File: src/rtl/triangle_mesh_quality_macros.svh
// ----------------------------------------------------------------------------
// Triangle mesh quality - assertion macros
// Shared concurrent assertion forms, clocked on clk and disabled in reset.
// ----------------------------------------------------------------------------
`ifndef TRIANGLE_MESH_QUALITY_MACROS_SVH
`define TRIANGLE_MESH_QUALITY_MACROS_SVH

// same-cycle implication
`define TMQ_ASSERT_IMP(name, ante, cons, msg) \
  name: assert property (@(posedge clk) disable iff (rst) (ante) |-> (cons)) \
    else $error(msg);

// next-cycle implication
`define TMQ_ASSERT_NEXT(name, ante, cons, msg) \
  name: assert property (@(posedge clk) disable iff (rst) (ante) |=> (cons)) \
    else $error(msg);

`endif

File: src/rtl/tmq_pkg.sv
// ----------------------------------------------------------------------------
// tmq_pkg
// Types, constants and small tables shared by the mesh quality block.
// ----------------------------------------------------------------------------
`default_nettype none

package tmq_pkg;

  localparam int COORD_BITS_DEF = 20;
  localparam int FRAC_BITS_DEF  = 8;

  localparam int MUL_W        = 32;
  localparam int PROD_W       = 64;
  localparam int RAD_W        = 64;
  localparam int RES_W        = 32;
  localparam int XW           = 36;
  localparam int ZW           = 26;
  localparam int OUT_W        = 16;
  localparam int STEPS_LONG   = 32;
  localparam int STEPS_CORDIC = 16;

  localparam logic [24:0] DEG90_Q16  = 25'd5898240;
  localparam logic [24:0] DEG180_Q16 = 25'd11796480;

  typedef enum logic [1:0] {
    OP_ROOT,
    OP_DIV,
    OP_CORDIC
  } iter_op_t;

  typedef struct packed {
    logic     start;
    iter_op_t op;
  } iter_cmd_t;

  typedef enum logic {
    IT_IDLE,
    IT_RUN
  } iter_state_t;

  typedef enum logic [3:0] {
    ST_IDLE,
    ST_LEN,
    ST_CHECK,
    ST_LOAD,
    ST_SCALE,
    ST_DOT,
    ST_CROSS,
    ST_ROOT,
    ST_ROOT_W,
    ST_ANGLE,
    ST_ANG_W,
    ST_VEND,
    ST_RATIO,
    ST_DIV_W,
    ST_ASQ_W,
    ST_UPDATE
  } seq_state_t;

  // atan(2^-i) in degrees, 16 fraction bits
  function automatic logic [21:0] atan_q16(input logic [3:0] i);
    logic [21:0] v;
    unique case (i)
      4'd0:  v = 22'd2949120;
      4'd1:  v = 22'd1740967;
      4'd2:  v = 22'd919879;
      4'd3:  v = 22'd466945;
      4'd4:  v = 22'd234379;
      4'd5:  v = 22'd117304;
      4'd6:  v = 22'd58666;
      4'd7:  v = 22'd29335;
      4'd8:  v = 22'd14668;
      4'd9:  v = 22'd7334;
      4'd10: v = 22'd3667;
      4'd11: v = 22'd1833;
      4'd12: v = 22'd917;
      4'd13: v = 22'd458;
      4'd14: v = 22'd229;
      4'd15: v = 22'd115;
    endcase
    return v;
  endfunction

  function automatic logic signed [31:0] pick3(input logic signed [31:0] a,
                                               input logic signed [31:0] b,
                                               input logic signed [31:0] c,
                                               input logic [1:0] s);
    logic signed [31:0] v;
    unique case (s)
      2'd0:    v = a;
      2'd1:    v = b;
      default: v = c;
    endcase
    return v;
  endfunction

endpackage

`default_nettype wire

File: src/rtl/tmq_mul.sv
// ----------------------------------------------------------------------------
// tmq_mul
// Shared signed multiplier with a registered product.
// ----------------------------------------------------------------------------
`default_nettype none

module tmq_mul import tmq_pkg::*; (
  input  logic                     clk,
  input  logic signed [MUL_W-1:0]  a,
  input  logic signed [MUL_W-1:0]  b,
  output logic signed [PROD_W-1:0] p
);

  always_ff @(posedge clk) begin
    p <= a * b;
  end

endmodule

`default_nettype wire

File: config.mk
export PLATFORM = sky130hd
export DESIGN_NAME = tmq_mul
export DESIGN_NICKNAME = d
export VERILOG_FILES = /design/src/rtl/triangle_mesh_quality_macros.svh /design/src/rtl/tmq_pkg.sv /design/src/rtl/tmq_mul.sv
export SDC_FILE = /design/constraint.sdc
export NUM_CORES = 2
export LEC_CHECK = 0
export ABC_CLOCK_PERIOD_IN_PS = 8800
export BUFFER_PORTS_ARGS = -buffer_cell sky130_fd_sc_hd__buf_2
export CORE_ASPECT_RATIO = 1.2
export CORE_MARGIN = 4
export CORE_UTILIZATION = 40
export CTS_CLUSTER_DIAMETER = 150
export CTS_CLUSTER_SIZE = 16
export DETAILED_ROUTE_END_ITERATION = 7
export GPL_ROUTABILITY_DRIVEN = 0
export GPL_TIMING_DRIVEN = 0
export PLACE_DENSITY = 0.64
export SKIP_CTS_REPAIR_TIMING = 1
export SYNTH_ARGS = -nofsm -noshare
export SYNTH_HDL_FRONTEND = slang
export SYNTH_SLANG_ARGS = --single-unit
File: constraint.sdc
create_clock -name clk -period 8.8 [get_ports clk]
set_clock_uncertainty 0.05 [all_clocks]
set_input_delay 2.2 -clock clk [delete_from_list [all_inputs] [get_ports clk]]
set_output_delay 2.2 -clock clk [all_outputs]
set_load 0.01 [all_outputs]
==> results by stage <==
Timing:
- The count of final max-slew check failures came to 0.
- The total count of hold-check failures in the final report is 0.
- The transition time at the pin with the least slew margin is 831 ps.
- The clock period minus final worst setup slack is 9190 ps.
- Of the available clock period, the critical path in the final layout requires 1.04.
- The worst-case headroom to the max-slew limit is 0.446.
- Static timing analysis puts the maximum clock frequency at 0.109 GHz.
- Setup repair after global routing could not meet its margin everywhere.
- For the final routed database, the setup TNS stands at -3270 ps.
- The count of final setup violators is 13.
- The final critical-path setup slack is -385 ps.

Final layout:
- The final net count is 5,455.
- In the layout the commonest cells are sky130_fd_sc_hd__fa_1, sky130_fd_sc_hd__inv_1, sky130_fd_sc_hd__and2_1, sky130_fd_sc_hd__nand2_1, sky130_fd_sc_hd__ha_1.
- The register containing the most flip-flops in the final layout is p.
- The layout has 8,702 filler cells.
- In the final layout, the share of cells above drive strength 1 is 0.155.
- In the final layout, the registers with the most flip-flops are p (64).
- The library cell used most frequently in the layout, excluding fill and tap cells, is sky130_fd_sc_hd__fa_1.
- The number of flip-flops in the largest register is 64.
- Measured on the finished design, the core utilization comes to 0.468.
- The filler-free cell count of the finished design is 5,387.
- Relative to the synthesized area, the layout overhead comes to 16.1%.

Drt:
- The first detailed-routing pass took 5 iterations.
- In this run, the number of DRC markers left after iteration 0 of detailed routing was 2,103.
- Once detail routing completed, the nets flagged for antenna violations numbered 0.
- The final layout contains routed wiring with a total length of 128,000 um.
- The remaining routing DRC violations is 0.
- After detailed routing, the average wire length per cell comes to 23.7 um.
- In the routed layout, each cell is associated on average with a via count of 5.20.
- Summing over every cut layer, the via total after detailed routing is 28,002.

Die:
- The die area is 0.0981 mm2.
- The floorplan step defined a core boundary enclosing 0.0924 mm2.
- In this run the core area contains 122 standard-cell rows.
- For this configuration, the core starts out at a cell density of 0.403.
- The x dimension of the die is 287 um.
- 129 I/O pins were placed.
- The die extent in y is 342 um.

Synthesis:
- The number of storage elements in the synthesis netlist is 64.
- For this run, the number of Yosys warnings is 0.
- The proportion of synthesized chip area in sequential cells is 0.0344.
- Synthesis instantiated 63 different standard cells from the library.
- The number of flops mapped to enable cells by yosys is 0.
- The net count of the mapped netlist is 5,215.
- In the synthesized netlist, the number of instances is 3,884.
- The most used flip-flop cell after synthesis is sky130_fd_sc_hd__dfxtp_1.
- For this run, asynchronously set or reset flops after synthesis account for 0.
- The average size of a mapped cell is 9.59 um2.
- The netlist area before placement is 0.0372 mm2.

Setup path:
- The data arrival time at the worst-slack endpoint is 9480 ps.
- STA classifies the critical path startpoint as an input port.
- The origin of the worst setup path is a[31].
- The type of destination of the critical path is a flip-flop.
- Of all nets on the critical path, the largest fanout is 8.
- The required arrival time at the worst endpoint is 9100 ps.
- The type of the worst setup path is input port to flip-flop.

Placed design:
- The instance count after placement with tap cells included is 5,252.
- At the placement stage, the worst setup path has a slack of -2680 ps.
- The count of buffers added on input and output ports is 128.
- Summed over all nets, the half-perimeter wirelength after detailed placement is 109,000 um.

Global route:
- The initial antenna violation count is 22.
- Entering global routing, the biggest net connects 23 pins.
- After global routing the overflow that remains totals 0.
- The first-pass GRT wire length is 189,000 um.
- The number of global-route vias before repair is 30,248.
- For this run, the total global-route usage over all layers was measured as 0.263.

Worst hold path:
- Along the worst hold path, the cell count comes to 2.
- The min-delay analysis places its worst path in the category input port to flip-flop.
- The hold path startpoint is b[0].

Clocking:
- TritonCTS built the clock tree.
- The buffer type at the clock tree root is sky130_fd_sc_hd__clkbuf_16.
- In this run the deepest clock path goes through 2 buffers.
- The H-tree depth reported by CTS is 3.
- Buffers inserted during clock tree synthesis total 9.
- After clock tree synthesis, the clock-pin slew on the worst setup and hold paths is 80 ps.
- The clock net sink count is 64.

Status:
- The flow ran to the end, but the final reports show violations.
- The checks that failed: negative setup slack.

Flow run:
- The max-cap violation count is 0.
layer usage:
layer	share of wire	wire, um	global-route usage
met1	0.35	44500	0.314
met2	0.48	61600	0.436
met3	0.083	10700	0.0500
met4	0.086	11000	0.171
met5	0.00068	87	0
cell usage after synthesis, types with 12 or more instances:
cell type,n,area [um2]
sky130_fd_sc_hd__dfxtp_1,64,1280
sky130_fd_sc_hd__a21oi_1,68,340
sky130_fd_sc_hd__xnor2_1,53,464
sky130_fd_sc_hd__o21ai_0,28,140
sky130_fd_sc_hd__nand3_1,15,75.1
sky130_fd_sc_hd__ha_1,184,2300
sky130_fd_sc_hd__o21bai_1,15,113
sky130_fd_sc_hd__nor2_1,42,158
sky130_fd_sc_hd__xor2_1,22,193
sky130_fd_sc_hd__nand2_1,511,1920
sky130_fd_sc_hd__inv_1,952,3570
sky130_fd_sc_hd__fa_1,1082,21700
sky130_fd_sc_hd__and2_1,516,3230
sky130_fd_sc_hd__clkbuf_1,195,732
sky130_fd_sc_hd__a21o_1,23,173
sky130_fd_sc_hd__a31oi_1,12,75.1
metrics by stage:
step / hold slack [ps] / area, um2
5_1_grt: 2180 / 43200
2_1_floorplan: 2280 / 37500
3_5_place_dp: 2540 / 39700
6_report: 2180 / 43200
4_1_cts: 2190 / 39900
3_3_place_gp: 2550 / 39700
layout make-up:
type | instances | area [um2] | share of cell area
clock inverter | 4 | 45.0 | 0.00104
multi-input combinational | 2668 | 32800 | 0.759
antenna | 19 | 47.5 | 0.00110
buffer | 195 | 1940 | 0.0448
tap | 1240 | 1550 | 0.0359
clock buffer | 11 | 243 | 0.00561
inverter | 952 | 3600 | 0.0832
timing repair buffer | 234 | 1730 | 0.0400
sequential | 64 | 1280 | 0.0296
kinds of logic after synthesis:
family,Yosys count,synth area share
buffers and inverters,1152,0.116
xor gates and xnor gates,75,0.0176
and+or+nand+nor,1134,0.154
DFF,64,0.0344
AOI/OAI and AO/OA,193,0.0346
adders and majority gates,1266,0.643
critical path: stages:
cell                         delay [ps]
sky130_fd_sc_hd__buf_12             120
sky130_fd_sc_hd__clkbuf_16          180
sky130_fd_sc_hd__and2_4             160
sky130_fd_sc_hd__fa_2               600
sky130_fd_sc_hd__fa_2               480
sky130_fd_sc_hd__fa_2               550
sky130_fd_sc_hd__buf_12             180
sky130_fd_sc_hd__fa_2               620
sky130_fd_sc_hd__clkinvlp_4         120
sky130_fd_sc_hd__buf_8              150
sky130_fd_sc_hd__fa_1               470
sky130_fd_sc_hd__inv_1               50
sky130_fd_sc_hd__fa_1               530
sky130_fd_sc_hd__inv_1               50
sky130_fd_sc_hd__fa_1               490
sky130_fd_sc_hd__inv_1               60
sky130_fd_sc_hd__fa_2               620
sky130_fd_sc_hd__ha_4               220
sky130_fd_sc_hd__buf_4              150
sky130_fd_sc_hd__a21o_1             170
sky130_fd_sc_hd__a21oi_2            200
sky130_fd_sc_hd__o211ai_1           130
sky130_fd_sc_hd__buf_6              160
sky130_fd_sc_hd__a2111oi_4          360
sky130_fd_sc_hd__o21bai_1           120
sky130_fd_sc_hd__a21oi_1            170
sky130_fd_sc_hd__xnor2_1            140
worst paths after layout:
check,to
max,p[60]$_DFF_P_
min,p[0]$_DFF_P_
Power is left out: the tool's default activity adds up to more than one toggle a clock period on the data nets, which glitch-free logic cannot reach.
