**src/rtl/triangle_mesh_quality_macros.svh**
```systemverilog
// ----------------------------------------------------------------------------
// Triangle mesh quality - assertion macros
// Shared concurrent assertion forms, clocked on clk and disabled in reset.
// ----------------------------------------------------------------------------
`ifndef TRIANGLE_MESH_QUALITY_MACROS_SVH
`define TRIANGLE_MESH_QUALITY_MACROS_SVH

// same-cycle implication
`define TMQ_ASSERT_IMP(name, ante, cons, msg) \
  name: assert property (@(posedge clk) disable iff (rst) (ante) |-> (cons)) \
    else $error(msg);

// next-cycle implication
`define TMQ_ASSERT_NEXT(name, ante, cons, msg) \
  name: assert property (@(posedge clk) disable iff (rst) (ante) |=> (cons)) \
    else $error(msg);

`endif

```
**src/rtl/tmq_pkg.sv**
```systemverilog
// ----------------------------------------------------------------------------
// tmq_pkg
// Types, constants and small tables shared by the mesh quality block.
// ----------------------------------------------------------------------------
`default_nettype none

package tmq_pkg;

  localparam int COORD_BITS_DEF = 20;
  localparam int FRAC_BITS_DEF  = 8;

  localparam int MUL_W        = 32;
  localparam int PROD_W       = 64;
  localparam int RAD_W        = 64;
  localparam int RES_W        = 32;
  localparam int XW           = 36;
  localparam int ZW           = 26;
  localparam int OUT_W        = 16;
  localparam int STEPS_LONG   = 32;
  localparam int STEPS_CORDIC = 16;

  localparam logic [24:0] DEG90_Q16  = 25'd5898240;
  localparam logic [24:0] DEG180_Q16 = 25'd11796480;

  typedef enum logic [1:0] {
    OP_ROOT,
    OP_DIV,
    OP_CORDIC
  } iter_op_t;

  typedef struct packed {
    logic     start;
    iter_op_t op;
  } iter_cmd_t;

  typedef enum logic {
    IT_IDLE,
    IT_RUN
  } iter_state_t;

  typedef enum logic [3:0] {
    ST_IDLE,
    ST_LEN,
    ST_CHECK,
    ST_LOAD,
    ST_SCALE,
    ST_DOT,
    ST_CROSS,
    ST_ROOT,
    ST_ROOT_W,
    ST_ANGLE,
    ST_ANG_W,
    ST_VEND,
    ST_RATIO,
    ST_DIV_W,
    ST_ASQ_W,
    ST_UPDATE
  } seq_state_t;

  // atan(2^-i) in degrees, 16 fraction bits
  function automatic logic [21:0] atan_q16(input logic [3:0] i);
    logic [21:0] v;
    unique case (i)
      4'd0:  v = 22'd2949120;
      4'd1:  v = 22'd1740967;
      4'd2:  v = 22'd919879;
      4'd3:  v = 22'd466945;
      4'd4:  v = 22'd234379;
      4'd5:  v = 22'd117304;
      4'd6:  v = 22'd58666;
      4'd7:  v = 22'd29335;
      4'd8:  v = 22'd14668;
      4'd9:  v = 22'd7334;
      4'd10: v = 22'd3667;
      4'd11: v = 22'd1833;
      4'd12: v = 22'd917;
      4'd13: v = 22'd458;
      4'd14: v = 22'd229;
      4'd15: v = 22'd115;
    endcase
    return v;
  endfunction

  function automatic logic signed [31:0] pick3(input logic signed [31:0] a,
                                               input logic signed [31:0] b,
                                               input logic signed [31:0] c,
                                               input logic [1:0] s);
    logic signed [31:0] v;
    unique case (s)
      2'd0:    v = a;
      2'd1:    v = b;
      default: v = c;
    endcase
    return v;
  endfunction

endpackage

`default_nettype wire

```
**src/rtl/tmq_iter.sv**
```systemverilog
// ----------------------------------------------------------------------------
// tmq_iter
// Shared iterative unit: square root (2 bits/step), restoring division
// (1 bit/step) on one subtractor, and 16-step CORDIC vectoring.
// ----------------------------------------------------------------------------
`default_nettype none

module tmq_iter import tmq_pkg::*; #(
  parameter int LEN_W = 2 * COORD_BITS_DEF + 2
) (
  input  logic                   clk,
  input  logic                   rst,
  input  iter_cmd_t              cmd,
  input  logic [RAD_W-1:0]       rad,
  input  logic [LEN_W-1:0]       div_hi,
  input  logic [LEN_W-1:0]       divisor,
  input  logic [31:0]            div_lo,
  input  logic signed [XW-1:0]   x0,
  input  logic signed [XW-1:0]   y0,
  input  logic signed [ZW-1:0]   z0,
  output logic                   done,
  output logic [RES_W-1:0]       res,
  output logic signed [ZW-1:0]   zout
);

  localparam int RW = (LEN_W + 1 > 36) ? LEN_W + 1 : 36;

  iter_state_t state, state_next;
  iter_op_t    op;
  logic [4:0]  cnt;
  logic        last_step;
  logic        finish;

  logic [RAD_W-1:0]      src;
  logic [RW-1:0]         rem;
  logic signed [XW-1:0]  x, y;
  logic signed [ZW-1:0]  z;

  logic [RW-1:0]         rsh, subv;
  logic [RW:0]           diff;
  logic                  ge;
  logic signed [XW-1:0]  dx, dy;
  logic signed [ZW-1:0]  ang_step;

  assign last_step = (op == OP_CORDIC) ? (cnt == 5'(STEPS_CORDIC - 1))
                                       : (cnt == 5'(STEPS_LONG - 1));

  always_comb begin
    if (op == OP_DIV) begin
      rsh  = {rem[RW-2:0], src[RAD_W-1]};
      subv = RW'(divisor);
    end else begin
      rsh  = {rem[RW-3:0], src[RAD_W-1 -: 2]};
      subv = RW'({res, 2'b01});
    end
    diff     = {1'b0, rsh} - {1'b0, subv};
    ge       = !diff[RW];
    dx       = y >>> cnt[3:0];
    dy       = x >>> cnt[3:0];
    ang_step = ZW'(atan_q16(cnt[3:0]));
  end

  always_comb begin
    state_next = state;
    unique case (state)
      IT_IDLE: if (cmd.start) state_next = IT_RUN;
      IT_RUN:  if (last_step) state_next = IT_IDLE;
      default: state_next = IT_IDLE;
    endcase
  end

  always_comb begin
    finish = (state == IT_RUN) && last_step;
    zout   = z;
  end

  always_ff @(posedge clk) begin
    if (rst) begin
      state <= IT_IDLE;
      done  <= 1'b0;
    end else begin
      state <= state_next;
      done  <= finish;
    end
  end

  always_ff @(posedge clk) begin
    if (state == IT_IDLE && cmd.start) begin
      op  <= cmd.op;
      cnt <= '0;
      res <= '0;
      x   <= x0;
      y   <= y0;
      z   <= z0;
      if (cmd.op == OP_DIV) begin
        src <= {div_lo, 32'b0};
        rem <= RW'(div_hi);
      end else begin
        src <= rad;
        rem <= '0;
      end
    end else if (state == IT_RUN) begin
      cnt <= cnt + 5'd1;
      if (op == OP_CORDIC) begin
        if (y >= 0) begin
          x <= x + dx;
          y <= y - dy;
          z <= z + ang_step;
        end else begin
          x <= x - dx;
          y <= y + dy;
          z <= z - ang_step;
        end
      end else begin
        res <= {res[RES_W-2:0], ge};
        rem <= ge ? diff[RW-1:0] : rsh;
        src <= (op == OP_DIV) ? (src << 1) : (src << 2);
      end
    end
  end

endmodule

`default_nettype wire

```
**config.mk**
```make
export PLATFORM = sky130hd
export DESIGN_NAME = tmq_iter
export DESIGN_NICKNAME = d
export VERILOG_FILES = /design/src/rtl/triangle_mesh_quality_macros.svh /design/src/rtl/tmq_pkg.sv /design/src/rtl/tmq_iter.sv
export SDC_FILE = /design/constraint.sdc
export NUM_CORES = 1
export LEC_CHECK = 0
export BUFFER_PORTS_ARGS = -buffer_cell sky130_fd_sc_hd__buf_2
export CAP_MARGIN = 0
export CORE_UTILIZATION = 45
export DETAILED_ROUTE_END_ITERATION = 8
export SETUP_SLACK_MARGIN = 0.3
export SYNTH_ARGS = -nofsm -noshare
export SYNTH_HDL_FRONTEND = slang
export SYNTH_SLANG_ARGS = --single-unit
```
**constraint.sdc**
```tcl
create_clock -name clk -period 16.2 [get_ports clk]
set_clock_uncertainty 0.1 [all_clocks]
set_input_delay 1.62 -clock clk [delete_from_list [all_inputs] [get_ports clk]]
set_output_delay 1.62 -clock clk [all_outputs]
set_load 0.05 [all_outputs]
```
==> impl_metrics.env, run 1 <==
export IMPL_insertion_delay_ps=580
export IMPL_drv_cap=0
export IMPL_dp_slack_ps=9300
export IMPL_powerDensity_nw_per_um2=258
export IMPL_coreArea_um2=56800
export IMPL_dp_hpwl_mm=61.7
export IMPL_async_flop_share_pct=0
export IMPL_slew_headroom_pct=21.0
export IMPL_worstSetupStartpointType="register"
export IMPL_vias_per_cell=6.00
export IMPL_htree_num_levels=2
export IMPL_dieArea_um2=59000
export IMPL_r2r_cells=20
export IMPL_cts_tree="done"
export IMPL_postCtsResizedCells=0
export IMPL_die_h_um=243
export IMPL_fmax_ghz=0.143
export IMPL_power_switching_share_pct=49.1
export IMPL_grt_overflow=0
export IMPL_cts_buffers=37
export IMPL_clk_pin_slew_ps=60
export IMPL_p_int_mw=3.85
export IMPL_power_total_mw=7.56
export IMPL_hp_class="reg -> reg"
export IMPL_tightest_slew_ps=1180
export IMPL_cts_setup_buffers=0
export IMPL_ctsHoldBuffers=0
export IMPL_timing_critical_path_required_ps=16540
export IMPL_netlist_instances=3160
export IMPL_setup_viol=0
export IMPL_power_leakage_nw=12.2
export IMPL_start_util_pct=45.9
export IMPL_antenna_found_initial=20
export IMPL_die_w_um=243
export IMPL_yosysWarnings=0
export IMPL_power_frac_comb_pct=70.2
export IMPL_antenna_left=0
export IMPL_row_count=87
export IMPL_first_iter_violations=1817
export IMPL_drv_slew=0
export IMPL_p_seq_share_pct=19.2
export IMPL_worstHoldPathCells=2
export IMPL_drcViolationCount=0
export IMPL_finalWorstSetupSlack_ps=9230
export IMPL_layout_drive_gt1_share_pct=17.2
export IMPL_synth_edff_count=206
export IMPL_path_class="reg -> reg"
export IMPL_boundaryPins=342
export IMPL_dr_pass1_iters=7
export IMPL_netSwitchingPower_mw=3.71
export IMPL_port_buffers=341
export IMPL_clockPowerShare_pct=10.5
export IMPL_clockBufferDepth=3
export IMPL_postLayoutCellArea_um2=29300
export IMPL_fin_setup_tns_ps=0
export IMPL_whs_ps=368
export IMPL_synth_seq_cells=267
export IMPL_ir_worst_vdd_v=0.000149
export IMPL_routedWlPerCell_um=20.1
export IMPL_cts_sinks=267
export IMPL_final_cell_mix="666 x nand2_1, 341 x buf_2, 264 x a21oi_1"
export IMPL_grt_pass1_wl_mm=131
export IMPL_routabilityCongestion=0.941
export IMPL_synth_ff_type="edfxtp_1"
export IMPL_min_period_over_period_pct=43.0
export IMPL_avgSynthCellArea_um2=8.26
export IMPL_grt_use_total_pct=27.4
export IMPL_hold_viol=0
export IMPL_drt_wl_total_mm=83.7
export IMPL_final_common_cell="nand2_1"
export IMPL_ys_seq_area_share_pct=28.4
export IMPL_status="finished, final reports clean"
export IMPL_finalCriticalPeriod_ps=6970
export IMPL_vias=25026
export IMPL_multi_input_area_um2=17700
export IMPL_clockRootBuffer="clkbuf_16"
export IMPL_grt_max_degree=97
export IMPL_first_global_vias=24092
export IMPL_syn_cell_area_um2=26100
export IMPL_nFillCells=5581
export IMPL_end_kind="register"
export IMPL_dpl_cell_area_um2=28200
export IMPL_regArea_um2=7420
export IMPL_netlist_cell_type_count=102
export IMPL_cp_data_arrival_time_ps=7310
export IMPL_nets=3811
export IMPL_rsz0062_at_grt="false"
export IMPL_crit_fanout=67
export IMPL_synth_nets=3594
export IMPL_syn2layout_area_growth_pct=12.4
-- metrics by stage --
| stage | cells | utilization, % |
|---|---|---|
| detailed placement | 4094 | 49.6 |
| global placement | 4094 | 49.6 |
| CTS | 4158 | 51.6 |
| floorplan | 3160 | - |
| finish | 4168 | 51.6 |
| global route | 4164 | 51.6 |
-- critical path: stages (launching register included) --
cell,delay (ps)
dfxtp_4,580
buf_4,790
mux4_2,640
or3_1,380
a211oi_2,260
or2_2,200
nand3_1,140
or2_2,330
o21ai_0,220
xnor2_1,100
ha_1,400
and4_1,270
and3_1,220
and3_1,190
and3_1,160
a211oi_1,120
a211oi_1,650
a21bo_2,270
a21oi_1,80
or4b_2,610
nand3_1,80
-- cells in the mapped netlist, types with 14 or more instances --
cell / n / area share (%)
a211oi_1: 40 / 1.2
o31ai_1: 31 / 0.89
a31oi_1: 104 / 2.5
mux4_2: 68 / 5.9
a21o_1: 66 / 1.9
edfxtp_1: 206 / 24
mux2_2: 38 / 1.6
nor2_1: 194 / 2.8
xnor2_1: 95 / 3.2
dfxtp_1: 61 / 4.7
and3_1: 49 / 1.2
and2_1: 31 / 0.74
o21ai_0: 179 / 3.4
nand2_1: 667 / 9.6
o211ai_1: 15 / 0.43
mux2i_1: 107 / 4.1
inv_1: 51 / 0.73
buf_2: 14 / 0.27
xor2_1: 97 / 3.3
nor2b_1: 16 / 0.38
nand2b_1: 46 / 1.1
ha_1: 147 / 7.0
o21a_1: 22 / 0.63
clkbuf_1: 126 / 1.8
a21oi_1: 264 / 5.1
nand3_1: 80 / 1.5
nor3_1: 51 / 0.98
or3_1: 22 / 0.53
buf_1: 28 / 0.40
-- layer usage --
layer	vias up	track usage, %	part of all wire [%]
met5	-	0	0.19
met4	24	9.54	3.1
met3	163	4.56	5.6
met2	749	47.4	49
met1	12043	34.4	42
li1	12047	-	-
-- sequential cells by signal, summed over array words and instances (netlist names), 5 cells and up --
name      count
zout         26
cnt           5
res          32
y            36
ang_step     22
src          64
x            36
rem          42
-- cell families (layout without fill, tap and decap cells) --
family                   after synthesis  in the layout  share of synthesized area (%)
flip-flops                           267            267                           28.4
buffers and inverters                243            485                           4.12
AND/OR/NAND/NOR                     1240           1240                           21.6
AO/OA/AOI/OAI                        848            848                           20.2
adder cells (fa/ha/maj)              151            151                           7.35
other                                  0             10                              0
multiplexers                         218            218                           11.9
XOR/XNOR                             193            193                           6.53
-- worst paths after layout --
| kind | startpoint | endpoint | slack [ps] |
|---|---|---|---|
| min reg2reg | res[17] | res[18] | 370 |
| max | cnt[1] | y[33] | 9230 |
| max reg2reg | cnt[1] | y[33] | 9230 |
| min | res[17] | res[18] | 370 |
-- final cells by class --
type                    count  share of cell area [%]
clock buffers              48                    3.50
diodes                     10                  0.0853
flip-flops and latches    267                    25.3
repair buffers            365                    6.43
clock inverters            16                   0.469
multi-input cells        2650                    60.3
well taps                 756                    3.22
inverters                  56                   0.733
-- power groups by stage --
| stage | Sequential [mW] | Clock [mW] | Combinational (mW) |
|---|---|---|---|
| 2_1_floorplan | 1.42 | 0 | 4.11 |
| 3_3_place_gp | 1.45 | 0 | 5.15 |
| 3_5_place_dp | 1.46 | 0 | 5.24 |
| 4_1_cts | 1.45 | 0.815 | 5.28 |
| 5_1_grt | 1.48 | 0.839 | 5.89 |
| 6_report | 1.45 | 0.797 | 5.31 |
(Power assumes the default switching activity.)
==> run 2: changes to the inputs <==
- ABC_AREA: unset -> 1
- clock period: 16.2 -> 7.2 ns (I/O delays scaled with it)
==> run 2 against run 1 <==
Against the previous run: combinational power increased by 140%; register-to-register slack got worse by 7600 ps; routed wire length increased by 11%; total power up 140%; critical path type unchanged; largest cell class unchanged; core utilization fell by 0.35 points; maximum frequency grew 24%; largest power group unchanged; synthesized area rose by 1.9%; cell area grew 1.4%; clock power is 120% higher.
==> impl_metrics.env, run 2 <==
export IMPL_status="finished, final reports clean"
export IMPL_grt_pass1_wl_mm=146
export IMPL_grt_max_degree=210
export IMPL_synth_ff_type="edfxtp_1"
export IMPL_routedWlPerCell_um=18.6
export IMPL_rsz0062_at_grt="false"
export IMPL_p_seq_share_pct=17.4
export IMPL_final_common_cell="nand2_1"
export IMPL_hold_end="done"
export IMPL_netlist_instances=3982
export IMPL_dpl_cell_area_um2=28600
export IMPL_ctsHoldBuffers=0
export IMPL_hp_class="in -> reg"
export IMPL_largest_register_ffs=64
export IMPL_postCtsResizedCells=0
export IMPL_fmax_ghz=0.178
export IMPL_dr_pass1_iters=6
export IMPL_avgSynthCellArea_um2=6.68
export IMPL_start_util_pct=45.8
export IMPL_min_period_over_period_pct=78.0
export IMPL_layout_drive_gt1_share_pct=13.0
export IMPL_clockBufferDepth=3
export IMPL_antenna_found_initial=15
export IMPL_antenna_left=0
export IMPL_ys_seq_area_share_pct=27.9
export IMPL_slew_headroom_pct=19.7
export IMPL_routabilityCongestion=0.987
export IMPL_cts_buffers=35
export IMPL_final_cell_mix="1,002 x nand2_1, 502 x nand3_1, 382 x o21ai_0"
export IMPL_drv_cap=0
export IMPL_dp_hpwl_mm=72.2
export IMPL_cts_sinks=267
export IMPL_synth_seq_cells=267
export IMPL_htree_num_levels=2
export IMPL_insertion_delay_ps=580
export IMPL_ir_worst_vdd_v=0.000359
export IMPL_clockRootBuffer="clkbuf_16"
export IMPL_hold_viol=0
export IMPL_cp_data_arrival_time_ps=5830
export IMPL_tightest_slew_ps=1200
export IMPL_dieArea_um2=60100
export IMPL_drcViolationCount=0
export IMPL_power_frac_comb_pct=72.9
export IMPL_worstHoldPathCells=2
export IMPL_syn_cell_area_um2=26600
export IMPL_yosysWarnings=0
export IMPL_nFillCells=6101
export IMPL_setup_viol=0
export IMPL_synth_nets=4416
export IMPL_synthTopCellsByArea="edfxtp_1 23%, nand2_1 14%, nand3_1 9.5%, o21ai_0 7.2%, ha_1 6.9%"
export IMPL_rr_startpoint="cnt[1]"
export IMPL_drt_wl_total_mm=93.0
export IMPL_postLayoutCellArea_um2=29800
export IMPL_grt_overflow=0
export IMPL_clockPowerShare_pct=9.8
export IMPL_synthTopCellsByCount="1,004 x nand2_1, 503 x nand3_1, 382 x o21ai_0"
export IMPL_syn2layout_area_growth_pct=11.9
export IMPL_grt_use_total_pct=30.5
export IMPL_netlist_cell_type_count=61
export IMPL_power_switching_share_pct=54.9
export IMPL_r2r_slack_ps=1580
export IMPL_holdCritStartpoint="rst"
export IMPL_vias_per_cell=5.63
export IMPL_drv_slew=0
export IMPL_p_int_mw=8.07
export IMPL_synth_edff_count=206
export IMPL_cts_setup_buffers=0
export IMPL_boundaryPins=342
export IMPL_vias=28203
export IMPL_first_global_vias=26802
export IMPL_netSwitchingPower_mw=9.81
export IMPL_powerDensity_nw_per_um2=601
export IMPL_async_flop_share_pct=0
export IMPL_die_h_um=245
export IMPL_finalCriticalPeriod_ps=5620
export IMPL_synth_top_cell_area_share_pct=23.3
export IMPL_end_kind="register"
export IMPL_path_class="reg -> reg"
export IMPL_port_buffers=341
export IMPL_worst_r2r_endpoint="x[26]"
export IMPL_worstSetupStartpointType="register"
export IMPL_row_count=88
export IMPL_power_leakage_nw=13.5
export IMPL_crit_fanout=71
export IMPL_coreArea_um2=58000
export IMPL_timing_critical_path_required_ps=7410
export IMPL_yosysMostFrequentCell="nand2_1"
export IMPL_nets=4644
export IMPL_first_iter_violations=2462
export IMPL_die_w_um=245
export IMPL_cts_tree="done"
export IMPL_regMostFlops="src"
export IMPL_reg_top3="src: 64 flops, rem: 42 flops"
export IMPL_r2r_cells=24
export IMPL_yosys_area_top_type="edfxtp_1"
export IMPL_fin_setup_tns_ps=0
export IMPL_clk_pin_slew_ps=70
[run 2: cell count changes after synthesis, moves of 46 or more]
cell / delta
nand3_1: +423
nand2_1: +337
inv_1: +246
o21ai_0: +203
nor2_1: +184
mux2i_1: -89
mux4_2: -68
a31oi_1: -64
a21oi_1: -57
o22ai_1: +54
and3_1: -46
nand2b_1: -46
[run 2: final cells by class]
class | instances | area (µm²) | area share [%]
antenna | 6 | 15.0 | 0.0504
clock buffer | 53 | 1030 | 3.45
clock inverter | 11 | 100 | 0.336
multi-input combinational | 3235 | 17200 | 57.8
tap | 765 | 957 | 3.22
timing repair buffer | 363 | 1900 | 6.37
inverter | 308 | 1170 | 3.92
sequential | 267 | 7410 | 24.9
[run 2: cells by family (layout without fill, tap and decap cells)]
logic type / Yosys count / count (layout) / synth area share (%)
xor gates and xnor gates: 166 / 166 / 5.47
adders and majority gates: 151 / 151 / 7.22
buffers and inverters: 480 / 735 / 7.65
DFF: 267 / 267 / 27.9
and+or+nand+nor: 2069 / 2069 / 33.6
AOI/OAI and AO/OA: 831 / 831 / 17.6
muxes: 18 / 18 / 0.678
other: 0 / 6 / 0
[run 2: critical path, cell delays in order (launching register included)]
cell and delay, ps:
dfxtp_2 710, clkinv_4 610, nand3_1 290, nand3_1 120
nand2_1 100, nand2_1 50, nand2_1 250, inv_1 80
ha_1 270, nand2_1 60, o21ai_0 200, fa_1 610
nand3_1 120, nand2_1 110, nand2_1 80, nand2_1 90
nand2_1 90, nand2_1 90, a21oi_1 400, inv_1 130
a21oi_1 240, o21bai_1 110, or2_2 280, nand3_1 70
nand2_1 70
[run 2: per-layer routing]
layer	vias to the layer above	GRT usage, %	part of all wire (%)
li1	14072	-	-
met1	13049	39.4	43
met2	880	51.7	47
met3	178	4.59	6.2
met4	24	10.3	3.4
met5	-	0	0.16
[run 2: how the worst max path moves through the flow]
stage	start	slack (ps)	endpoint	cells after the start
3_3_place_gp	cnt[1]	1660	x[26]	24
2_1_floorplan	cmd[2]	1670	x[0]	2
3_5_place_dp	cnt[1]	1680	x[26]	24
6_report	cnt[1]	1580	x[26]	24
5_1_grt	cnt[1]	1180	x[29]	30
4_1_cts	cnt[1]	1680	x[26]	24
[run 2: metrics by stage]
stage / total power [mW] / hold slack, ps / std cells / setup WS (ps) / util [%]
floorplan: 12.6 / 342 / 3982 / 1670 / -
global placement: 16.0 / 366 / 4938 / 1660 / 49.3
detailed placement: 15.9 / 366 / 4938 / 1680 / 49.3
CTS: 17.8 / 231 / 5002 / 1680 / 51.3
global route: 19.6 / 251 / 5003 / 1180 / 51.3
finish: 17.9 / 252 / 5008 / 1580 / 51.3
[run 2: power groups by stage]
stage                     sequential (mW)  clock (mW)  combinational [mW]
after floorplan                      3.12           0                9.45
after global placement               3.12           0                12.9
after detailed placement             3.11           0                12.8
after CTS                            3.09        1.78                12.9
after global routing                 3.15        1.83                14.6
final                                3.10        1.75                13.0
